--- config.mk ---
export PLATFORM = sky130hd
export DESIGN_NAME = vtx_merge
export DESIGN_NICKNAME = d
export VERILOG_FILES = /design/src/hw/rtl/vtx_pkg.sv /design/src/hw/rtl/vtx_merge.sv
export SDC_FILE = /design/constraint.sdc
export NUM_CORES = 1
export LEC_CHECK = 0
export ABC_AREA = 1
export BUFFER_PORTS_ARGS = -buffer_cell sky130_fd_sc_hd__buf_2
export CORE_ASPECT_RATIO = 0.6
export CORE_UTILIZATION = 44
export CTS_CLUSTER_DIAMETER = 40
export CTS_CLUSTER_SIZE = 25
export DETAILED_ROUTE_END_ITERATION = 12
export PLACE_DENSITY = 0.9
export SYNTH_ARGS = -nofsm -noshare
export SYNTH_HDL_FRONTEND = slang
export SYNTH_SLANG_ARGS = --single-unit
export TNS_END_PERCENT = 50
--- constraint.sdc ---
create_clock -name clk -period 4.9 [get_ports clk]
set_clock_uncertainty 0.1 [all_clocks]
set_input_delay 0.98 -clock clk [delete_from_list [all_inputs] [get_ports clk]]
set_output_delay 0.98 -clock clk [all_outputs]
set_load 0.02 [all_outputs]
--- src/hw/rtl/vtx_pkg.sv ---
// ----------------------------------------------------------------------------
// vtx_pkg
// Shared widths, reset values, register indexes and pipeline enable type of
// the 4x4 vertex transform.
// ----------------------------------------------------------------------------
package vtx_pkg;

  localparam int unsigned LANES    = 4;
  localparam int unsigned COMP_W   = 32;   // Q16.16 component
  localparam int unsigned ENTRY_W  = 16;   // Q4.12 matrix entry
  localparam int unsigned ROW_W    = LANES * ENTRY_W;
  localparam int unsigned FRAC_SH  = 12;   // Q20.28 -> Q20.16
  localparam int unsigned PROD_W   = ENTRY_W + COMP_W;        // 48
  localparam int unsigned RND_W    = PROD_W - FRAC_SH;        // 36
  localparam int unsigned PAIR_W   = RND_W + 1;               // 37
  localparam int unsigned SUM_W    = PAIR_W + 1;              // 38
  localparam int unsigned VEC_W    = LANES * COMP_W;          // 128
  localparam int unsigned IDX_W    = 8;

  localparam logic signed [PROD_W-1:0] ROUND_HALF = PROD_W'(2048);

  // Identity matrix, 1.0 = 4096 on the diagonal
  localparam logic [ROW_W-1:0] ROW_0_RST = 64'h0000_0000_0000_1000;
  localparam logic [ROW_W-1:0] ROW_1_RST = 64'h0000_0000_1000_0000;
  localparam logic [ROW_W-1:0] ROW_2_RST = 64'h0000_1000_0000_0000;
  localparam logic [ROW_W-1:0] ROW_3_RST = 64'h1000_0000_0000_0000;

  localparam logic [IDX_W-1:0] REG_ROW_0 = 8'd0;
  localparam logic [IDX_W-1:0] REG_ROW_1 = 8'd1;
  localparam logic [IDX_W-1:0] REG_ROW_2 = 8'd2;
  localparam logic [IDX_W-1:0] REG_ROW_3 = 8'd3;

  // Per-stage load enables handed to every lane
  typedef struct packed {
    logic mul;
    logic pair;
    logic sum;
  } lane_en_t;

endpackage

--- src/hw/rtl/vtx_merge.sv ---
// ----------------------------------------------------------------------------
// vtx_merge
// Collect the four lane results into one output word, fold the lane
// saturation flags, and hold the word until the master side takes it.
// ----------------------------------------------------------------------------
module vtx_merge
  import vtx_pkg::*;
(
  input  logic                          clk,
  input  logic                          rst,
  input  logic                          in_valid,
  input  logic [LANES-1:0][COMP_W-1:0]  lane_result,
  input  logic [LANES-1:0]              lane_sat,
  output logic                          free,
  output logic                          m_tvalid,
  input  logic                          m_tready,
  output logic [VEC_W-1:0]              m_tdata,
  output logic [0:0]                    m_tuser
);

  assign free = !m_tvalid || m_tready;

  always_ff @(posedge clk) begin
    if (rst) begin
      m_tvalid <= 1'b0;
    end else if (free) begin
      m_tvalid <= in_valid;
    end
  end

  always_ff @(posedge clk) begin
    if (free) begin
      m_tdata    <= lane_result;
      m_tuser[0] <= |lane_sat;
    end
  end

endmodule
==> results by group <==
Finish
  • Area growth, synth to finish: 56.5%
  • Nets: 558
  • Final Non-Filler Cells: 547
  • Fillers: 563
  • Final core occ: 71.6%
  • Layout cells sized above 1: 68.7%
  • Ant diodes: 0

STA
  • WHS: 0.632 ns
  • Slew headroom: 33.6%
  • Post-route worst setup slack: 1.76 ns
  • RSZ-0062 raised after global routing: false
  • Slew Limit Fails: 0
  • Period utilisation layout: 64.1%
  • Worst-margin pin slew: 0.995 ns
  • Hold Fails Final Rpt: 0
  • Setup violators final: 0
  • Setup TNS: 0 ns
  • Final min period: 3.14 ns
  • Max frequency: 318 MHz

Critical path
  • Setup crit end kind: output port
  • CP startpoint kind: input pin
  • Worst EP arrival: 2.06 ns
  • Cell Chain, Critical Path: buf_2, inv_1, nand2_8, buf_2
  • Slowest-stage cell, CP: nand2_8
  • R2R Path End: m_tdata[90]
  • Crit path largest cell delay: 0.46 ns
  • CP Buf/Inv Count: 3
  • Crit path top cell by count: buf_2
  • R2R Setup Slk: 3.25 ns
  • Worst-path maximum fanout: 131
  • WS Path Type: input pin to output port
  • Worst r2r src: m_tvalid
  • Worst Reg2Reg Path Length in Cells: 1
  • Crit-path leading delay family: buffers and inverters
  • Crit path required time: 3.82 ns

Clock network
  • CTS buffer count: 17
  • CTS tree: done
  • Clock buffer depth: 2
  • Post-CTS resize count: 0
  • Clock Latency Late Sink: 0.40 ns
  • Htree depth: 4
  • # hold bufs at CTS: 0
  • CTS sink count: 130
  • Worst-path clk slew: 0.05 ns
  • Clock root cell: clkbuf_16
  • # Post-CTS Setup Buffers: 0

Floorplan
  • Row cnt: 26
  • Chip width: 124 um
  • I/O pins: 267
  • Core footprint: 8590 sq um
  • Die height: 75.2 um
  • Die ar.: 9320 sq um
  • Initial core utilization: 45.7%

Yosys
  • FFs w/ async S/R, synth: 0%
  • Adder-Cell Fraction of Synth Area: 0%
  • Post-Syn Nets: 273
  • Most common library cells after synthesis: edfxtp_1 (129), inv_1 (2), nor2_1 (2)
  • Avg Cell Area, Syn: 28.7 sq um
  • XOR/XNOR share of the synthesized area: 0%
  • Most frequent cell after synthesis: edfxtp_1
  • Post-synthesis mux area share: 0%
  • Yosys warnings: 0
  • Sequential-to-total area share from yosys stat: 99.1%
  • Synth area leaders: edfxtp_1 (99%), dfxtp_1 (0.51%), a21oi_2 (0.22%), inv_1 (0.19%), nor2_1 (0.19%)
  • Largest family of logic cells by synthesized area: simple AND/OR/NAND/NOR gates
  • Gate Count Post-Synth: 137
  • Compound-cell area share of the yosys netlist: 0.223%
  • Simple-gate share of the synthesized area: 0.446%
  • Synth top area share: 98.6%
  • Synth area leader: edfxtp_1
  • Synth unique cells: 7
  • #FFs+latches synth: 130
  • Top_reg_cell synth: edfxtp_1
  • Post-synth EDFFs: 129
  • Cell Area, Synth: 3930 sq um

Outcome
  • Status: finished, final reports clean

Placed design
  • HPWL after DPL: 6860 um
  • Inst Count DP: 515
  • DP Worst Slack: 1.64 ns
  • Port Buffers: 266
  • RePlAce Congestion: 0.706

Min path
  • Hold Path End: m_tvalid
  • HP Class: input pin to flip-flop
  • Worst Hold Depth: 2
  • Worst Hold Launch: rst

GRT
  • Total track usage: 20.0%
  • Largest net degree at the start of global routing: 132
  • Number of global-route vias before repair: 2371
  • Initial antenna violation count: 0
  • GRT Residual Overflow: 0
  • First-pass GRT wire length: 12500 um

Routing
  • DRT iter0 DRCs: 201
  • DR pass1 iterations: 4
  • Vias per std cell: 4.44
  • Routed len/inst: 17.6 um
  • Post-route ant nets: 0
  • # DRC: 0
  • Vias: 2427
  • WL final: 9600 um

Power and ir drop
  • PD cells: 510 nW/um^2
  • Peak supply drop: 0.343 mV
  • Static leakage: 2.77 nW

Run
  • Max-Cap Viols: 0
[flip-flops by register name (all words and copies together), names as in the netlist]
signal    count
m_tdata     128
m_tuser       1
m_tvalid      1
[worst max-delay path by stage]
stage / start / to / slack (ns) / cells past startpoint
detailed placement: m_tready / free / 1.64 / 4
CTS: m_tready / free / 1.64 / 4
global route: m_tready / free / 1.58 / 4
global placement: m_tready / free / 1.71 / 4
finish: m_tready / free / 1.76 / 4
floorplan: m_tready / free / 1.19 / 2
[kinds of logic after synthesis]
| logic type | Yosys count |
|---|---|
| flops | 130 |
| simple gates | 4 |
| buf+inv | 2 |
| compound gates | 1 |
[area by class of cell]
cell class | instances | area (sq um) | share of cell area, %
Clock buffer | 17 | 425 | 6.92
Clock inverter | 15 | 310 | 5.05
Inverter | 2 | 7.51 | 0.122
Multi-Input combinational cell | 5 | 40.0 | 0.651
Sequential cell | 130 | 3890 | 63.3
Tap cell | 112 | 140 | 2.28
Timing Repair Buffer | 266 | 1330 | 21.7
[stage by stage]
| stage | power, mW | instance area, sq um |
|---|---|---|
| after CTS | 3.16 | 6150 |
| after floorplan | 1.47 | 3930 |
| after global placement | 1.59 | 5410 |
| after global routing | 3.23 | 6150 |
| after detailed placement | 1.60 | 5410 |
| final | 3.14 | 6150 |
[where the power goes]
group | switching [mW] | internal (mW) | leakage (nW)
Clock | 0.454 | 1.11 | 0.358
Sequential | 0.0198 | 1.31 | 1.34
Combinational | 0.160 | 0.0863 | 1.06
[metal layers]
metal	global-route usage, %	wire [um]	share of wire [%]	vias up
met5	0	0	0	-
met4	9.39	169	1.8	0
met3	11.9	1220	13	15
met2	35.6	5050	53	139
met1	18.7	3160	33	1146
li1	-	-	-	1127
[placed cells by master (no fill, tap or decap)]
master / n
clkinv_4: 3
nand2_8: 1
clkbuf_16: 17
clkinv_2: 2
edfxtp_1: 129
a21oi_2: 1
nand2_1: 1
inv_1: 2
bufinv_16: 9
clkinv_1: 1
nor2_1: 2
buf_2: 266
dfxtp_1: 1
Power figures use the tool's default switching activity.
